==> src/hw/rtl/ca_dss_pkg.sv <==
`default_nettype none

package ca_dss_pkg;

   // Field widths.
   localparam int COORD_BITS = 22;
   localparam int DIFF_BITS  = 20;
   localparam int SQ_BITS    = 2 * DIFF_BITS;
   localparam int D2_BITS    = SQ_BITS + 2;
   localparam int P_BITS     = 3;
   localparam int CNT_BITS   = 2;
   localparam int NUM_LAGS   = 3;
   localparam int NUM_AXES   = 3;

   // Residue counter saturates once the window is full.
   localparam logic [P_BITS-1:0] P_FULL = 3'd4;

   typedef logic [1:0] ss_code_type;

   localparam ss_code_type SS_LOOP   = 2'd0;
   localparam ss_code_type SS_HELIX  = 2'd1;
   localparam ss_code_type SS_STRAND = 2'd2;
   localparam ss_code_type SS_TURN   = 2'd3;

   typedef logic [NUM_LAGS-1:0][NUM_AXES-1:0][SQ_BITS-1:0] sq_set_type;

   // Control word that travels with the squares.
   typedef struct packed {
      logic              valid;
      logic              last;
      logic [P_BITS-1:0] p;
   } sq_ctl_type;

   // Results caused by one item: a head code followed by loop codes.
   typedef struct packed {
      logic [CNT_BITS-1:0] cnt;
      ss_code_type         head;
      logic                last;
   } res_type;

   // Band bounds on the squared distance in 1/65536 square angstrom.
   // A band lo < d < hi in hundredths of an angstrom becomes
   // D2 > floor(lo^2 * 65536 / 10000) and D2 < ceil(hi^2 * 65536 / 10000).
   // Index 0 is the distance two residues apart, 1 three apart, 2 four apart.
   localparam logic [NUM_LAGS-1:0][D2_BITS-1:0] HELIX_LO = {
      D2_BITS'(64'd427 * 64'd427 * 64'd65536 / 64'd10000),
      D2_BITS'(64'd308 * 64'd308 * 64'd65536 / 64'd10000),
      D2_BITS'(64'd335 * 64'd335 * 64'd65536 / 64'd10000)
   };
   localparam logic [NUM_LAGS-1:0][D2_BITS-1:0] HELIX_HI = {
      D2_BITS'((64'd847 * 64'd847 * 64'd65536 + 64'd9999) / 64'd10000),
      D2_BITS'((64'd728 * 64'd728 * 64'd65536 + 64'd9999) / 64'd10000),
      D2_BITS'((64'd755 * 64'd755 * 64'd65536 + 64'd9999) / 64'd10000)
   };
   localparam logic [NUM_LAGS-1:0][D2_BITS-1:0] STRAND_LO = {
      D2_BITS'(64'd1158 * 64'd1158 * 64'd65536 / 64'd10000),
      D2_BITS'(64'd898 * 64'd898 * 64'd65536 / 64'd10000),
      D2_BITS'(64'd468 * 64'd468 * 64'd65536 / 64'd10000)
   };
   localparam logic [NUM_LAGS-1:0][D2_BITS-1:0] STRAND_HI = {
      D2_BITS'((64'd1442 * 64'd1442 * 64'd65536 + 64'd9999) / 64'd10000),
      D2_BITS'((64'd1182 * 64'd1182 * 64'd65536 + 64'd9999) / 64'd10000),
      D2_BITS'((64'd752 * 64'd752 * 64'd65536 + 64'd9999) / 64'd10000)
   };
   localparam logic [D2_BITS-1:0] TURN_HI =
      D2_BITS'((64'd800 * 64'd800 * 64'd65536 + 64'd9999) / 64'd10000);

endpackage

`default_nettype wire

==> src/hw/rtl/ca_dss_out.sv <==
`default_nettype none

module ca_dss_out (
   input  wire logic                    clock,
   input  wire logic                    reset,
   input  wire ca_dss_pkg::res_type     res,
   input  wire logic                    load,
   output      logic                    load_ok,
   output      logic                    out_valid,
   input  wire logic                    out_ready,
   output      ca_dss_pkg::ss_code_type out_code,
   output      logic                    out_run_last,
   output      logic                    out_chain_end
);

   logic [ca_dss_pkg::CNT_BITS-1:0] cnt_ff;
   ca_dss_pkg::ss_code_type         head_ff;
   logic                            last_ff;
   logic                            pop;

   assign pop     = out_valid && out_ready;
   assign load_ok = cnt_ff == '0 || (cnt_ff == 2'd1 && out_ready);

   // Pending results of one item, handed out one word per cycle while the receiver is ready.
   always_ff @(posedge clock) begin
      if (reset) begin
         cnt_ff <= '0;
      end else if (load) begin
         cnt_ff <= res.cnt;
      end else if (pop) begin
         cnt_ff <= cnt_ff - 1'b1;
      end
   end

   always_ff @(posedge clock) begin
      if (load) begin
         head_ff <= res.head;
         last_ff <= res.last;
      end else if (pop) begin
         head_ff <= ca_dss_pkg::SS_LOOP;
      end
   end

   assign out_valid     = cnt_ff != '0;
   assign out_code      = head_ff;
   assign out_run_last  = cnt_ff == 2'd1;
   assign out_chain_end = cnt_ff == 2'd1 && last_ff;

endmodule

`default_nettype wire

==> config.mk <==
export PLATFORM = sky130hd
export DESIGN_NAME = ca_dss_out
export DESIGN_NICKNAME = d
export VERILOG_FILES = /design/src/hw/rtl/ca_dss_pkg.sv /design/src/hw/rtl/ca_dss_out.sv
export SDC_FILE = /design/constraint.sdc
export NUM_CORES = 1
export LEC_CHECK = 0
export BUFFER_PORTS_ARGS = -buffer_cell sky130_fd_sc_hd__buf_2
export CAP_MARGIN = 20
export CORE_AREA = 2 2 39 41
export DETAILED_ROUTE_END_ITERATION = 10
export DIE_AREA = 0 0 41 43
export PLACE_DENSITY = 0.49
export SYNTH_ARGS = -nofsm -noshare
export SYNTH_HDL_FRONTEND = slang
export SYNTH_SLANG_ARGS = --single-unit
==> constraint.sdc <==
create_clock -name clock -period 2.6 [get_ports clock]
set_input_delay 0.13 -clock clock [delete_from_list [all_inputs] [get_ports clock]]
set_output_delay 0.13 -clock clock [all_outputs]
set_load 0.02 [all_outputs]
# Word level (Yosys, flattened, before mapping)
# Index checks and enable logic that the tools add are counted.
# W data, S select, Z words.
[word_totals]
regBits = 5
latchBits = 0
mem_bits_rw = 0
rom_bits = 0
elab_cells = 16
mem_count = 0
[op_classes]
n_addsub = 1
multipliers = 0
n_div = 0
n_lt_le_gt_ge = 0
n_eq_ne = 1
shift = 0
mux = 4
n_bitwise = 0
reduce_logical = 7
[ops]
columns = ["op", "count"]
rows = [
  ["$mux W2", 4],
  ["$reduce_bool A2 Y1", 2],
  ["$logic_and A1 B1 Y1", 3],
  ["$eq A2 B1 Y1 const B", 1],
  ["$logic_not A2 Y1", 1],
  ["$sub A2 B1 Y2 const B", 1],
  ["$logic_or A1 B1 Y1", 1],
]

# Logic depth before layout (Yosys ltp)
[logic_depth]
word_depth = 4
depth_mapped = 5

# Worst setup path before layout
# No wires, ideal clock.
[synth_timing]
path_kind = "register to register"
start = "register cnt_ff[0] (netlist bit)"
end = "register head_ff[0], in the netlist out_code[0] (enable)"
setup_time_ns = 0.291
t_arrival_ns = 0.869
required_time_ns = 2.309
path_slack_ns = 1.440
stages_incl_launch_ff = 5
cell_sequence = "dfxtp_1 > inv_1 > ha_1 > nor2b_4 > or2_2"
[synth_via]
elab_chain_len = 3
[synth_lines]
columns = ["item", "line_no", "rtl"]
rows = [
  ["start, declared", "ca_dss_out.sv:16", "logic [ca_dss_pkg::CNT_BITS-1:0] cnt_ff;"],
  ["start signal, assigned", "ca_dss_out.sv:29", "cnt_ff <= res.cnt;"],
  ["start signal, assigned", "ca_dss_out.sv:31", "cnt_ff <= cnt_ff - 1'b1;"],
  ["$reduce_bool A2 Y1", "ca_dss_out.sv:44", "assign out_valid = cnt_ff != '0;"],
  ["$logic_and A1 B1 Y1", "ca_dss_out.sv:21", "assign pop = out_valid && out_ready;"],
  ["$reduce_bool A2 Y1 (no line)", "--", ""],
  ["end signal, assigned", "ca_dss_out.sv:37", "head_ff <= res.head;"],
  ["end signal, assigned", "ca_dss_out.sv:40", "head_ff <= ca_dss_pkg::SS_LOOP;"],
  ["end, declared", "ca_dss_out.sv:17", "ca_dss_pkg::ss_code_type head_ff;"],
]
# No other way between the ends.
# A chain may end at the register's enable or synchronous reset.

# Final worst setup path
[layout_timing]
start = "register cnt_ff[0] (netlist bit)"
end = "output port load_ok"
[layout_via]
elab_chain_len = 3
[layout_lines]
columns = ["item", "line_no", "rtl"]
rows = [
  ["$eq A2 B1 Y1", "ca_dss_out.sv:22", "assign load_ok = cnt_ff == '0 || (cnt_ff == 2'd1 && out_ready);"],
  ["$logic_and A1 B1 Y1", "ca_dss_out.sv:22", ""],
  ["$logic_or A1 B1 Y1 (*)", "ca_dss_out.sv:22", ""],
  ["end, declared", "ca_dss_out.sv:8", "output logic load_ok,"],
]
# Every way passes the cells marked *; elsewhere a longest branch is shown, timed or not.

==> Implementation_results.wiki <==
{| class="wikitable"
! Metric !! Value
|-
| Maximum single-stage delay on the critical path || 0.38 ns
|-
| Ratio of cells with drive above 1 in the final layout || 46.51%
|-
| Worst rel slew slack || 89.13%
|-
| Later-pin clock latency in the skew report || 0.24 ns
|-
| Highest Signal Layer || met3
|-
| Number of violations of the max-capacitance limit || 0
|-
| Pin count of the biggest net entering global routing || 7
|-
| Syn Inst Count || 25
|-
| Deepest clock path buffer count || 2
|-
| Hold slack final || just over 0.06 ns
|-
| Via count of the first global-routing pass || 190
|-
| Upper clock frequency limit || approximately 0.75 GHz
|-
| Critical Path, Cell by Cell || inv_1 > ha_1 > inv_1 > nand2_1 > buf_2
|-
| M1 wire length || 191 um
|-
| Post-synthesis async set-or-reset flop share || 0%
|-
| Flip-flop and latch count after synthesis || 5
|-
| Placeable core region || between 1000 and 1500 um2
|-
| # hold bufs at CTS || 0
|-
| Average instance area after synthesis || between 10 and 15 um2
|-
| Pint || 172.0 uW
|-
| Pins Over Slew Limit || 0
|-
| Post-Synthesis Net Count || 36
|-
| Worst-case vdd ir drop || ~0.33 mV
|-
| Clock share of power || a little under two fifths
|-
| DRT iter0 DRCs || 0
|-
| Combinational share of power || between 20 and 25%
|-
| Utilization of the core after routing || between 20% and 30%
|-
| CP required || about 2.5 ns
|-
| Drc violations || 0
|-
| Routed Wire Length || approximately 470 um
|-
| PnR worst setup slack || roughly 1.3 ns
|-
| Post-route cell area || approximately 380 um2
|-
| Via count || 217
|-
| Number of core rows || 14
|-
| Final weighted congestion in routability-driven placement || 0.6676
|-
| Most repeated cell in the gate-level netlist after synthesis || inv_1
|-
| Number of warnings printed during yosys synthesis || 0
|-
| Total CTS buffers || 3
|-
| Worst setup path category || reg2out
|-
| Number of instances resized during post-cts repair || 0
|-
| Area overhead of the layout relative to synthesis || 43.87%
|-
| Nets || 55
|-
| Share of synthesized area occupied by flip-flops and latches || between 40% and 50%
|-
| Total met2 wirelength after detailed routing || ~230 um
|-
| IO Pins || 15
|-
| Setup violators final || 0
|-
| Power per Cell Area || 618.2 nW/um2
|-
| Number of different library cells in the post-synthesis netlist || 14
|-
| Startpoint type of the worst setup path || flip-flop
|-
| Tcrit/Tclk final || between 50% and 60%
|-
| Buffers & Inverters on Critical Path || 3
|-
| Area after DPL || between 300 and 400 um2
|-
| Clock-pin slew reported for the worst setup and hold paths after clock tree synthesis || around 0.040 ns
|-
| TritonCTS clock tree || yes
|-
| Fill cell instance count of the final layout || 157
|-
| Wire length of the first global-routing pass || approximately 770 um
|-
| Gr usage total || 7.150%
|-
| Number of setup buffers added after CTS || 0
|-
| Biggest fanout along the worst timing path || 3
|-
| Setup repair after global routing missed its margin || false
|-
| Clock sink count || 5
|-
| Post-placement setup slack || around 1.4 ns
|-
| Routed via count divided by cell count || roughly 3.7
|-
| Worst-margin pin slew || between 0.15 and 0.2 ns
|-
| EDFF count, synth || 3
|-
| Number of levels the H-tree was split into || 1
|-
| Port Buffers || 14
|-
| Die Footprint || about 1800 um2
|-
| Mean routed wirelength per cell || 7.983 um
|-
| Combined area of all synthesized cells || ~270 um2
|-
| Largest delay share family, worst path || flip-flops
|-
| Capturing element type of the critical path || primary output
|-
| Final sum of negative setup slack || 0 ns
|-
| Status || completed
|-
| Horizontal extent of the die || ~40 um
|-
| Final hold violation count || 0
|-
| Most used DFF post-synth || edfxtp_1
|-
| Leak Pwr || about 0.18 nW
|-
| Overflow after GRT || 0
|-
| Antenna violations before repair || 0
|-
| Diodes inserted || 0
|-
| Reg power frac || about 40%
|-
| Starting utilization of the core area || between 10% and 20%
|-
| Pre-Repair DR Iteration Count || 1
|-
| Post-route minimum period || 1.333 ns
|-
| Crit path top cell by count || inv_1
|-
| Yosys top cell by area || edfxtp_1
|-
| Die H || 43 um
|-
| Post-synth top area share || roughly 34%
|-
| Final clock skew || around 0.0015 ns
|-
| Routed length on met3 || 51 um
|-
| Worst hold path type || in2reg
|-
| Clock tree root driver cell || clkbuf_4
|-
| Leading cell types by total area after synthesis || edfxtp_1, dfxtp_1, ha_1
|-
| Net switching power of the design || ~64 uW
|-
| Post-synth top cells || inv_1, and2_1, edfxtp_1, nand2_1
|-
| Remaining number of nets flagged by the antenna check after routing || 0
|-
| Net Sw Frac || a little over a quarter
|-
| Critical-path cell with the highest stage delay || dfxtp_1
|-
| Crit path arrival time || about 1.2 ns
|}
-- metrics by stage --
step           cells  power [mW]
5_1_grt           59      0.2574
3_5_place_dp      55      0.1486
2_1_floorplan     25      0.1299
4_1_cts           59      0.2414
3_3_place_gp      55      0.1483
6_report          59      0.2359
-- final cells by class --
type	count	area [um2]	area share [%]
inverters	4	15.01	3.934
multi-input cells	16	120.1	31.48
flip-flops and latches	5	130.1	34.10
well taps	16	20.02	5.246
repair buffers	14	70.07	18.36
clock buffers	4	26.28	6.885
-- registers in the layout (all words and copies together) (netlist names) --
register	flops
last_ff	1
out_code	2
cnt_ff	2
-- power groups by stage --
stage / sequential (mW) / clock (mW) / combinational, mW
after global placement: 0.0954 / 0 / 0.0529
after global routing: 0.0947 / 0.105 / 0.0580
final: 0.0941 / 0.0894 / 0.0523
after detailed placement: 0.0955 / 0 / 0.0531
after CTS: 0.0942 / 0.0939 / 0.0534
after floorplan: 0.0987 / 0 / 0.0311
-- kinds of logic (layout without fill, tap and decap cells) --
logic type	after synthesis	in the layout	share of synthesized area, %
simple gates	10	10	23.11
flops	5	5	49.06
buf+inv	4	22	5.659
compound gates	3	3	9.432
fa+ha+maj	2	2	9.432
xor+xnor	1	1	3.302
-- path summary, 6_finish.rpt --
path              startpoint           to  slack (ns)  cells past startpoint
hold reg to reg    cnt_ff[1]    cnt_ff[1]        0.59                      2
setup reg to reg   cnt_ff[0]  out_code[0]        1.35                      4
hold / removal         reset    cnt_ff[0]        0.06                      2
setup / recovery   cnt_ff[0]      load_ok        1.27                      5
-- layer usage --
layer  global-route usage (%)  vias to the layer above
met4                    2.000                        0
met2                    9.688                       10
met3                    7.853                        0
met1                    7.143                       90
li1                         -                      117
met5                        0                        -
-- cells in the final DEF (no fill, tap or decap), drive strengths merged --
cell type and instances:
nor2 1, a211oi 1, a21oi 1, buf 14, and2 3, ha 2
dfxtp 2, or2 1, nand2 3, nand3b 1, edfxtp 3, inv 4
nor2b 1, clkbuf 4, o211ai 1, xnor2 1
No activity file was read; power rests on OpenSTA's default activity.
