==> src/hw/rtl/ca_dss_pkg.sv <==
`default_nettype none

package ca_dss_pkg;

   // Field widths.
   localparam int COORD_BITS = 22;
   localparam int DIFF_BITS  = 20;
   localparam int SQ_BITS    = 2 * DIFF_BITS;
   localparam int D2_BITS    = SQ_BITS + 2;
   localparam int P_BITS     = 3;
   localparam int CNT_BITS   = 2;
   localparam int NUM_LAGS   = 3;
   localparam int NUM_AXES   = 3;

   // Residue counter saturates once the window is full.
   localparam logic [P_BITS-1:0] P_FULL = 3'd4;

   typedef logic [1:0] ss_code_type;

   localparam ss_code_type SS_LOOP   = 2'd0;
   localparam ss_code_type SS_HELIX  = 2'd1;
   localparam ss_code_type SS_STRAND = 2'd2;
   localparam ss_code_type SS_TURN   = 2'd3;

   typedef logic [NUM_LAGS-1:0][NUM_AXES-1:0][SQ_BITS-1:0] sq_set_type;

   // Control word that travels with the squares.
   typedef struct packed {
      logic              valid;
      logic              last;
      logic [P_BITS-1:0] p;
   } sq_ctl_type;

   // Results caused by one item: a head code followed by loop codes.
   typedef struct packed {
      logic [CNT_BITS-1:0] cnt;
      ss_code_type         head;
      logic                last;
   } res_type;

   // Band bounds on the squared distance in 1/65536 square angstrom.
   // A band lo < d < hi in hundredths of an angstrom becomes
   // D2 > floor(lo^2 * 65536 / 10000) and D2 < ceil(hi^2 * 65536 / 10000).
   // Index 0 is the distance two residues apart, 1 three apart, 2 four apart.
   localparam logic [NUM_LAGS-1:0][D2_BITS-1:0] HELIX_LO = {
      D2_BITS'(64'd427 * 64'd427 * 64'd65536 / 64'd10000),
      D2_BITS'(64'd308 * 64'd308 * 64'd65536 / 64'd10000),
      D2_BITS'(64'd335 * 64'd335 * 64'd65536 / 64'd10000)
   };
   localparam logic [NUM_LAGS-1:0][D2_BITS-1:0] HELIX_HI = {
      D2_BITS'((64'd847 * 64'd847 * 64'd65536 + 64'd9999) / 64'd10000),
      D2_BITS'((64'd728 * 64'd728 * 64'd65536 + 64'd9999) / 64'd10000),
      D2_BITS'((64'd755 * 64'd755 * 64'd65536 + 64'd9999) / 64'd10000)
   };
   localparam logic [NUM_LAGS-1:0][D2_BITS-1:0] STRAND_LO = {
      D2_BITS'(64'd1158 * 64'd1158 * 64'd65536 / 64'd10000),
      D2_BITS'(64'd898 * 64'd898 * 64'd65536 / 64'd10000),
      D2_BITS'(64'd468 * 64'd468 * 64'd65536 / 64'd10000)
   };
   localparam logic [NUM_LAGS-1:0][D2_BITS-1:0] STRAND_HI = {
      D2_BITS'((64'd1442 * 64'd1442 * 64'd65536 + 64'd9999) / 64'd10000),
      D2_BITS'((64'd1182 * 64'd1182 * 64'd65536 + 64'd9999) / 64'd10000),
      D2_BITS'((64'd752 * 64'd752 * 64'd65536 + 64'd9999) / 64'd10000)
   };
   localparam logic [D2_BITS-1:0] TURN_HI =
      D2_BITS'((64'd800 * 64'd800 * 64'd65536 + 64'd9999) / 64'd10000);

endpackage

`default_nettype wire

==> src/hw/rtl/ca_dss_class.sv <==
`default_nettype none

module ca_dss_class (
   input  wire logic                   clock,
   input  wire ca_dss_pkg::sq_ctl_type sq_ctl,
   input  wire ca_dss_pkg::sq_set_type sq_set,
   input  wire logic                   sq_go,
   output      ca_dss_pkg::res_type    res
);

   localparam int NL = ca_dss_pkg::NUM_LAGS;

   logic [ca_dss_pkg::D2_BITS-1:0] d2 [NL];
   logic [NL-1:0]                  helix_band;
   logic [NL-1:0]                  strand_band;
   // Band flags of earlier items: two places apart from one and two items
   // back, three places apart from one item back.
   logic                           h2_p1_ff, h2_p2_ff, h3_p1_ff;
   logic                           s2_p1_ff, s2_p2_ff, s3_p1_ff;
   logic                           is_helix, is_strand, is_turn;
   ca_dss_pkg::ss_code_type        code;

   // Squared distances and their band tests.
   always_comb begin
      for (int l = 0; l < NL; l++) begin
         d2[l] = ca_dss_pkg::D2_BITS'(sq_set[l][0]) + ca_dss_pkg::D2_BITS'(sq_set[l][1])
               + ca_dss_pkg::D2_BITS'(sq_set[l][2]);
         helix_band[l]  = d2[l] > ca_dss_pkg::HELIX_LO[l] && d2[l] < ca_dss_pkg::HELIX_HI[l];
         strand_band[l] = d2[l] > ca_dss_pkg::STRAND_LO[l] && d2[l] < ca_dss_pkg::STRAND_HI[l];
      end
   end

   // Each older distance in the window was new for an earlier item.
   always_ff @(posedge clock) begin
      if (sq_go) begin
         h2_p2_ff <= h2_p1_ff;
         h2_p1_ff <= helix_band[0];
         h3_p1_ff <= helix_band[1];
         s2_p2_ff <= s2_p1_ff;
         s2_p1_ff <= strand_band[0];
         s3_p1_ff <= strand_band[1];
      end
   end

   assign is_helix  = &helix_band && h2_p1_ff && h2_p2_ff && h3_p1_ff;
   assign is_strand = &strand_band && s2_p1_ff && s2_p2_ff && s3_p1_ff;
   assign is_turn   = d2[NL-1] < ca_dss_pkg::TURN_HI;

   always_comb begin
      if (is_helix) begin
         code = ca_dss_pkg::SS_HELIX;
      end else if (is_strand) begin
         code = ca_dss_pkg::SS_STRAND;
      end else if (is_turn) begin
         code = ca_dss_pkg::SS_TURN;
      end else begin
         code = ca_dss_pkg::SS_LOOP;
      end
   end

   // Results caused by this item; any after the head are loop.
   always_comb begin
      res.last = sq_ctl.last;
      res.head = ca_dss_pkg::SS_LOOP;
      case (sq_ctl.p) inside
         3'd0, 3'd1: begin
            res.cnt = 2'd1;
         end
         3'd2: begin
            res.cnt = sq_ctl.last ? 2'd1 : 2'd0;
         end
         3'd3: begin
            res.cnt = sq_ctl.last ? 2'd2 : 2'd0;
         end
         default: begin
            res.head = code;
            res.cnt  = sq_ctl.last ? 2'd3 : 2'd1;
         end
      endcase
   end

endmodule

`default_nettype wire

==> config.mk <==
export PLATFORM = sky130hd
export DESIGN_NAME = ca_dss_class
export DESIGN_NICKNAME = d
export VERILOG_FILES = /design/src/hw/rtl/ca_dss_pkg.sv /design/src/hw/rtl/ca_dss_class.sv
export SDC_FILE = /design/constraint.sdc
export NUM_CORES = 1
export LEC_CHECK = 0
export ABC_AREA = 1
export ABC_CLOCK_PERIOD_IN_PS = 5800
export BUFFER_PORTS_ARGS = -buffer_cell sky130_fd_sc_hd__buf_2
export CORE_MARGIN = 10
export CORE_UTILIZATION = 24
export CTS_CLUSTER_SIZE = 25
export DETAILED_ROUTE_END_ITERATION = 12
export GPL_TIMING_DRIVEN = 0
export SYNTH_ARGS = -nofsm -noshare
export SYNTH_HDL_FRONTEND = slang
export SYNTH_SLANG_ARGS = --single-unit
==> constraint.sdc <==
create_clock -name clock -period 5.8 [get_ports clock]
set_input_delay 0.87 -clock clock [delete_from_list [all_inputs] [get_ports clock]]
set_output_delay 0.87 -clock clock [all_outputs]
set_load 0.02 [all_outputs]
==> Yosys cells after proc, flatten, opt, wreduce, memory -nomap -nowiden <==
Index checks and enable logic that the tools add are counted.
{ "word_totals": {"regBits": 6, "n_memories": 0, "ramBits": 0, "mem_bits_ro": 0, "latchBits": 0} }
{ "op_classes": {"n_reduce_logical": 16, "eq_ne": 3, "bitwise": 0, "n_addsub": 6, "n_mux": 12, "shifts": 0, "n_mul": 0, "div": 0, "order_cmp": 13} }
{ "op_table": {"columns": ["cell", "count"], "rows": [
  ["adder 41 x 40 -> 42 bit", 3],
  ["less-than comparator 42 x 22 -> 1 bit, second input constant", 3],
  ["adder 40 x 40 -> 41 bit", 3],
  ["greater-than comparator 42 x 20 -> 1 bit, second input constant", 2],
  ["greater-than comparator 42 x 21 -> 1 bit, second input constant", 2],
  ["less-than comparator 42 x 23 -> 1 bit, second input constant", 2],
  ["less-than comparator 42 x 24 -> 1 bit, second input constant", 2],
  ["greater-than comparator 42 x 23 -> 1 bit, second input constant", 1],
  ["greater-than comparator 42 x 24 -> 1 bit, second input constant", 1],
  ["two-way mux 2 bit", 11],
  ["logical AND 1 bit", 12],
  ["equality test 3 x 2 -> 1 bit, second input constant", 2],
  ["AND reduction 3 bit", 2],
  ["equality test 3 x 1 -> 1 bit, second input constant", 1],
  ["zero test 3 bit", 1],
  ["OR reduction 2 bit", 1],
  ["two-way mux 1 bit", 1]
]} }

==> Depth between registers and ports, before layout <==
Gate-level depths: netlist of the first run.
{ "logic_depth": {"word_depth": 13, "mapped_depth": 27, "mapped_depth_nobuf": 27} }

==> Worst setup path after synthesis of the first run <==
No wires, ideal clock.
{ "synth_timing": {"kind": "input port to output port", "startpoint": "input sq_set[1] (netlist name)", "endpoint": "output res[1] (netlist name)", "required_ns": 4.930, "path_buffers": 0, "t_arrival_ns": 3.806, "stages": 24, "path_slack_ns": 1.124, "cell_sequence": "inv_1 > fa_1 > inv_1 > ha_1 > inv_1 > fa_1 > inv_1 > nand3_1 > nand2_1 > nand2_2 > nand2_4 > nand2_2 > nand2_2 > xor2_2 > inv_2 > nor2_1 > nand3b_1 > inv_1 > nand2_1 > nand2_1 > nand3_1 > nor2_1 > nand3_2 > a21oi_1"} }
{ "synth_rtl": {"columns": ["item", "line_no", "rtl"], "rows": [
  ["start, declared", "ca_dss_class.sv:6", "input wire ca_dss_pkg::sq_set_type sq_set,"],
  ["end, declared", "ca_dss_class.sv:8", "output ca_dss_pkg::res_type res"]
]} }

==> metrics.txt, run 1 <==
status=completed; post-cts repair resize count=0; sequential share of the synthesized area=0.0121; Post-Synthesis Cell Area=approximately 15000 sq um; CTS Buffer Depth=2; commonest non-fill, non-tap cell in the layout=nand2_1; Cells after Synth=~2800; worst-path maximum fanout=5; Reg power frac=0.014; Sw Pwr=0.00229 W; WP buf/inv=4; share of post-route cells with drive strength above 1=0.156; FMAX=185 MHz; Sum Neg Setup Slack=0 ns; GR Overflow Total=0; Core ar.=just over 60000 sq um; initial antenna violation count=1; most used cell, CP=nand2_1; Finished Core Util=0.290; Leakage=roughly 11 nW; Max stage delay on crit path=~0.53 ns; slew margin rel.=0.722; Initial Utilization=0.241; Synth area leader=nand2_1; worst hold path class=reg -> reg; Die Y=approximately 270 microns; Hold Path End=h2_p2_ff$_DFFE_PP_; Clock Sinks=6; full die area=between 70000 and 80000 sq um; top-area cell type share of the netlist area=0.281; CP Capture Type=output pin; setup violators final=0; Setup WS post-layout=~0.40 ns; Total GRT Usage=0.144; Hold WS=0.449 ns; Critical-path top delay cell=fa_1; RD Place Congestion=~0.93; Core Rows=a little over 90; Worst Reg-to-Reg Cells=0; Clk Latency, worst-skew pair=between 0.2 and 0.25 ns; width of the die=269 microns; Synth area leaders=nand2_1, fa_1, inv_1; Root Buffer=clkbuf_16; Worst-Margin Slew=between 0.4 and 0.5 ns; r2r setup slk=just over 5 ns; DRT iter0 DRCs=about 960; CP cell instances=buf_2, inv_1, fa_1, inv_1, ha_1, fa_1, nand3_1, nand3_2, nand2_1, nand2_1, nand2_1, nand3_1, nand2_1, nand2_1, nand2_1, nand3_1, nor2_2, nand2_1, nor2_2, nand2_1, nor2_4, nand3_2, a21oi_1, buf_2; DRC errors left=0; worst r2r dst=s2_p2_ff$_DFFE_PP_; Synth cell types=between 40 and 50; total CTS buffers=3; Via-to-Cell Ratio=4.44; Hold Fails Final Rpt=0; Worst-path clk slew=around 0.03 ns; max_cap viols=0; postcts setup bufs=0; Critical Path RT=slightly below 5 ns; hold path cells=0; largest net degree at the start of global routing=8; YS warnings=0; final wirelength=53500 microns; Switching Fraction=0.640; part of the power in the clock network=0.031; CTS tree=built; IO buf count=370; n_diodes=0; Pins Over Slew Limit=0; wire length per cell=between 10 and 15 microns; Tmin final=around 5.4 ns; hpwl dp=between 40000 and 50000 microns; drt pass-1 iters=6; #FFs+latches synth=6; first-pass GRT wire length=86000 microns; # IOs=between 300 and 400; pre-CTS worst setup slack=~0.12 ns; pwr/cell area=approximately 200 nW/um^2; Peak VDD IR=a little over 0.00007 V; Layout area overhead=19.9%; RSZ-0062 raised after global routing=false; Int Power=0.00129 W; syn_nets=3398; syn avg cell area=between 5 and 6 sq um; Hold Buf Count CTS=0; hold_sp=h2_p1_ff$_DFFE_PP_; combinational share of power=0.955; commonest non-fill, non-tap cells in the layout=nand2_1, inv_1, buf_2, nor2_1, nand3_1; H-tree depth=1; Top delay family on crit path=simple AND/OR/NAND/NOR gates; via count=17549; R2R Path Start=s2_p1_ff$_DFFE_PP_; Final Power=roughly 0.0036 W; vias in the first global route=approximately 18000; CP arrival=4.53 ns; Setup Skew=approximately 0.0001 ns; Setup CP Type=in -> out; Post-DRT Antenna Nets=0; Final Cycle Share=0.931; NumNets Final=between 3000 and 4000; critical path launch point type=primary input
==> metal layers <==
layer / track usage / wire (microns) / part of all wire
met3: 0.0170 / 3440 / 0.064
met1: 0.188 / 23900 / 0.45
met2: 0.255 / 25600 / 0.48
met5: 0 / 12 / 0.00022
met4: 0.0169 / 575 / 0.011
==> Yosys cell counts (all sizes together) <==
library cell	number
a21o	7
a31oi	2
a21oi	103
o22ai	1
buf	3
inv	541
and2	3
nand3b	22
edfxtp	6
nand4	36
fa	123
or2	1
a22oi	1
clkinv	2
nor2	339
o211ai	1
nor3b	1
xor2	4
and3	1
nand3	225
nor4	5
o21bai	9
ha	117
xnor2	4
nand2b	2
o21ai	42
a21boi	3
nand2	1164
nor3	21
o21a	2
==> cell families (layout without fill, tap and decap cells) <==
| group | after synthesis | after routing | synth area share |
|---|---|---|---|
| adders and majority gates | 240 | 240 | 0.264 |
| DFF | 6 | 6 | 0.0121 |
| AOI/OAI and AO/OA | 171 | 171 | 0.0623 |
| xor gates and xnor gates | 8 | 8 | 0.00573 |
| and+or+nand+nor | 1820 | 1820 | 0.517 |
| buffers and inverters | 546 | 919 | 0.139 |
==> sequential cells by signal (all words and copies together), names as in the netlist <==
register / count
h2_p1_ff: 1
h2_p2_ff: 1
h3_p1_ff: 1
s2_p1_ff: 1
s2_p2_ff: 1
s3_p1_ff: 1
==> worst max-delay path by stage <==
stage | depth (start not counted) | startpoint | endpoint | slack [ns]
after global routing | 24 | sq_set[121] | res[1] | 0.02
after CTS | 24 | sq_set[121] | res[2] | 0.11
after detailed placement | 24 | sq_set[121] | res[2] | 0.12
after floorplan | 24 | sq_set[1] | res[1] | 1.12
final | 24 | sq_set[121] | res[2] | 0.40
after global placement | 24 | sq_set[121] | res[2] | 0.13
==> stage by stage <==
stage                     cells  area (sq um)
final                      3954         17800
after global routing       3954         17800
after CTS                  3954         17800
after detailed placement   3951         17700
after global placement     3951         17700
after floorplan            2791         14800
==> power by group through the flow <==
stage | Sequential (W) | Combinational (W) | Clock, W
after CTS | 0.0000511 | 0.00341 | 0.000114
after global routing | 0.0000513 | 0.00392 | 0.000116
after detailed placement | 0.0000517 | 0.00339 | 0
final | 0.0000510 | 0.00342 | 0.000111
after global placement | 0.0000515 | 0.00337 | 0
after floorplan | 0.0000514 | 0.00243 | 0
==> layout make-up <==
cell class | instances | area (sq um)
multi-input cells | 2239 | 12600
flip-flops and latches | 6 | 180
inverters | 543 | 2040
plain buffers | 3 | 20.0
fillers | 7114 | 43700
clock buffers | 3 | 75.1
well taps | 790 | 988
repair buffers | 370 | 1850
(Power assumes the default switching activity.)
==> run 2, diff against run 1 <==
--- a/config.mk
+++ b/config.mk
@@ -13,6 +13,7 @@
 export CTS_CLUSTER_SIZE = 25
 export DETAILED_ROUTE_END_ITERATION = 12
 export GPL_TIMING_DRIVEN = 0
+export MAX_ROUTING_LAYER = met4
 export SYNTH_ARGS = -nofsm -noshare
 export SYNTH_HDL_FRONTEND = slang
 export SYNTH_SLANG_ARGS = --single-unit
==> metrics.txt, run 2 (synthesized netlist as in run 1, its figures left out) <==
CP arrival=4.56 ns (+0.03 ns); first-pass GRT wire length=86000 microns (unchanged); vias in the first global route=17543 (-0.40%); drt pass-1 iters=5 (-1); full die area=72200 sq um (unchanged); Hold Fails Final Rpt=0 (unchanged); Final Power=0.00357 W (-0.11%); Core Rows=91 (unchanged); Setup CP Type=in -> out; setup violators final=0 (unchanged); wire length per cell=13.5 microns (-0.13%); Clock Sinks=6 (unchanged); Tmin final=5.43 ns (+0.0260 ns); GR Overflow Total=0 (unchanged); Final Cycle Share=0.936 (+0.00449); Pins Over Slew Limit=0 (unchanged); Critical Path RT=4.93 ns (about the same); hold path cells=0 (unchanged); max_cap viols=0 (unchanged); Worst-Margin Slew=0.470 ns (+0.0570 ns); final wirelength=53400 microns (-0.10%); largest net degree at the start of global routing=8 (unchanged); Peak VDD IR=0.0000774 V (+8.4%); H-tree depth=1 (unchanged); Post-DRT Antenna Nets=0 (unchanged); RSZ-0062 raised after global routing=false; Initial Utilization=0.241 (unchanged); CTS tree=built; commonest non-fill, non-tap cells in the layout=nand2_1, inv_1, buf_2, nor2_1, nand3_1; share of post-route cells with drive strength above 1=0.156 (-0.000316); status=completed; Worst Reg-to-Reg Cells=0 (unchanged); FMAX=184 MHz (-0.48%); CTS Buffer Depth=2 (unchanged); Worst-path clk slew=0.03 ns (about the same); IO buf count=370 (unchanged); hold_sp=s2_p1_ff$_DFFE_PP_; CP Capture Type=output pin; Leakage=10.5 nW (about the same); Layout area overhead=19.8% (about the same); width of the die=269 microns (unchanged); Setup Skew=0.0000195 ns (-0.0000802 ns); slew margin rel.=0.683 (-0.0384); pwr/cell area=201 nW/um^2 (about the same); Finished Cell Area=17800 sq um (about the same); # IOs=372 (unchanged); RD Place Congestion=0.953 (+2.1%); Cell Area, Placed=17700 sq um (unchanged); total CTS buffers=3 (unchanged); DRC errors left=0 (unchanged); via count=17547 (-0.011%); DRT iter0 DRCs=1019 (+5.8%); Die Y=269 microns (unchanged); r2r setup slk=5.16 ns (about the same); worst-path maximum fanout=5 (unchanged); commonest non-fill, non-tap cell in the layout=nand2_1; Clk Latency, worst-skew pair=0.23 ns (about the same); worst r2r dst=h2_p2_ff$_DFFE_PP_; Hold Path End=s2_p2_ff$_DFFE_PP_; Via-to-Cell Ratio=4.44 (about the same); worst hold path class=reg -> reg; NumNets Final=3773 (unchanged); Total GRT Usage=0.148 (+0.00417); Root Buffer=clkbuf_16; hpwl dp=49700 microns (+0.24%); critical path launch point type=primary input; R2R Path Start=h2_p1_ff$_DFFE_PP_; Sum Neg Setup Slack=0 ns (unchanged); initial antenna violation count=1 (unchanged); Core ar.=61500 sq um (unchanged)
==> run 2: cell types whose count changed in the layout (fill, tap and decap cells not counted) <==
cell | before | now
diode_2 | 0 | 1
nor2_1 | 308 | 309
nor2_2 | 28 | 29
nor2_4 | 3 | 1
==> run 2: power by group <==
part	internal, W	leakage [nW]	switching [W]
clock	0.0000884	0.0370	0.0000220
combinational	0.00115	10.4	0.00226
sequential	0.0000503	0.0575	0.000000677
total	0.00129	10.5	0.00229
==> run 2: area by class of cell <==
cell class                 instances  area (sq um)
tap                              790           988
timing repair buffer             370          1850
inverter                         543          2040
clock buffer                       3          75.1
antenna                            1          2.50
fill                            7181         43700
multi-input combinational       2239         12600
sequential                         6           180
buffer                             3          20.0
==> run 2: through the flow <==
step	util	setup slack, ns	hold WS (ns)	cells
after floorplan	-	1.12	0.426	2791
after global placement	0.288	0.129	0.435	3951
after detailed placement	0.288	0.138	0.437	3951
after CTS	0.289	0.130	0.445	3954
after global routing	0.289	0.0205	0.459	3955
final	0.289	0.374	0.444	3955
==> run 2: what timing repair did <==
item | CTS | global route
gates resized for setup | 0 | 6
endpoints found under the setup margin | 0 | 2
hold buffers | 0 | 0
buffers inserted | 0 | 0
==> run 2: layer usage <==
layer  vias up  global-route usage  wire length, microns
met5         -                   -                     0
met4         0              0.0149                   456
met3        33              0.0126                  2730
met2       446               0.257                 25600
met1      7788               0.190                 24700
li1       9280                   -                     -
==> run 2: critical path, stage by stage <==
cell     delay (ns)
buf_2          0.07
inv_1          0.04
fa_1           0.53
inv_1          0.04
ha_1           0.26
fa_1           0.45
nand3_1        0.12
nand3_2        0.13
nand2_1        0.11
nand2_1        0.11
nand2_1        0.11
nand3_1        0.17
nand2_1        0.15
nand2_1        0.06
nand2_1        0.08
nand2_1        0.05
nor2_1         0.09
nand2_1        0.07
nor2_1         0.20
nand3_1        0.12
nor2_2         0.21
nand3_2        0.16
a21oi_1        0.15
buf_2          0.19
==> run 2: worst max-delay path by stage <==
stage / start / end / slack, ns / depth (start not counted)
finish: sq_set[121] / res[1] / 0.37 / 24
global route: sq_set[241] / res[1] / 0.02 / 25
CTS: sq_set[121] / res[2] / 0.13 / 24
detailed placement: sq_set[121] / res[2] / 0.14 / 24
global placement: sq_set[121] / res[2] / 0.13 / 24
floorplan: sq_set[1] / res[1] / 1.12 / 24
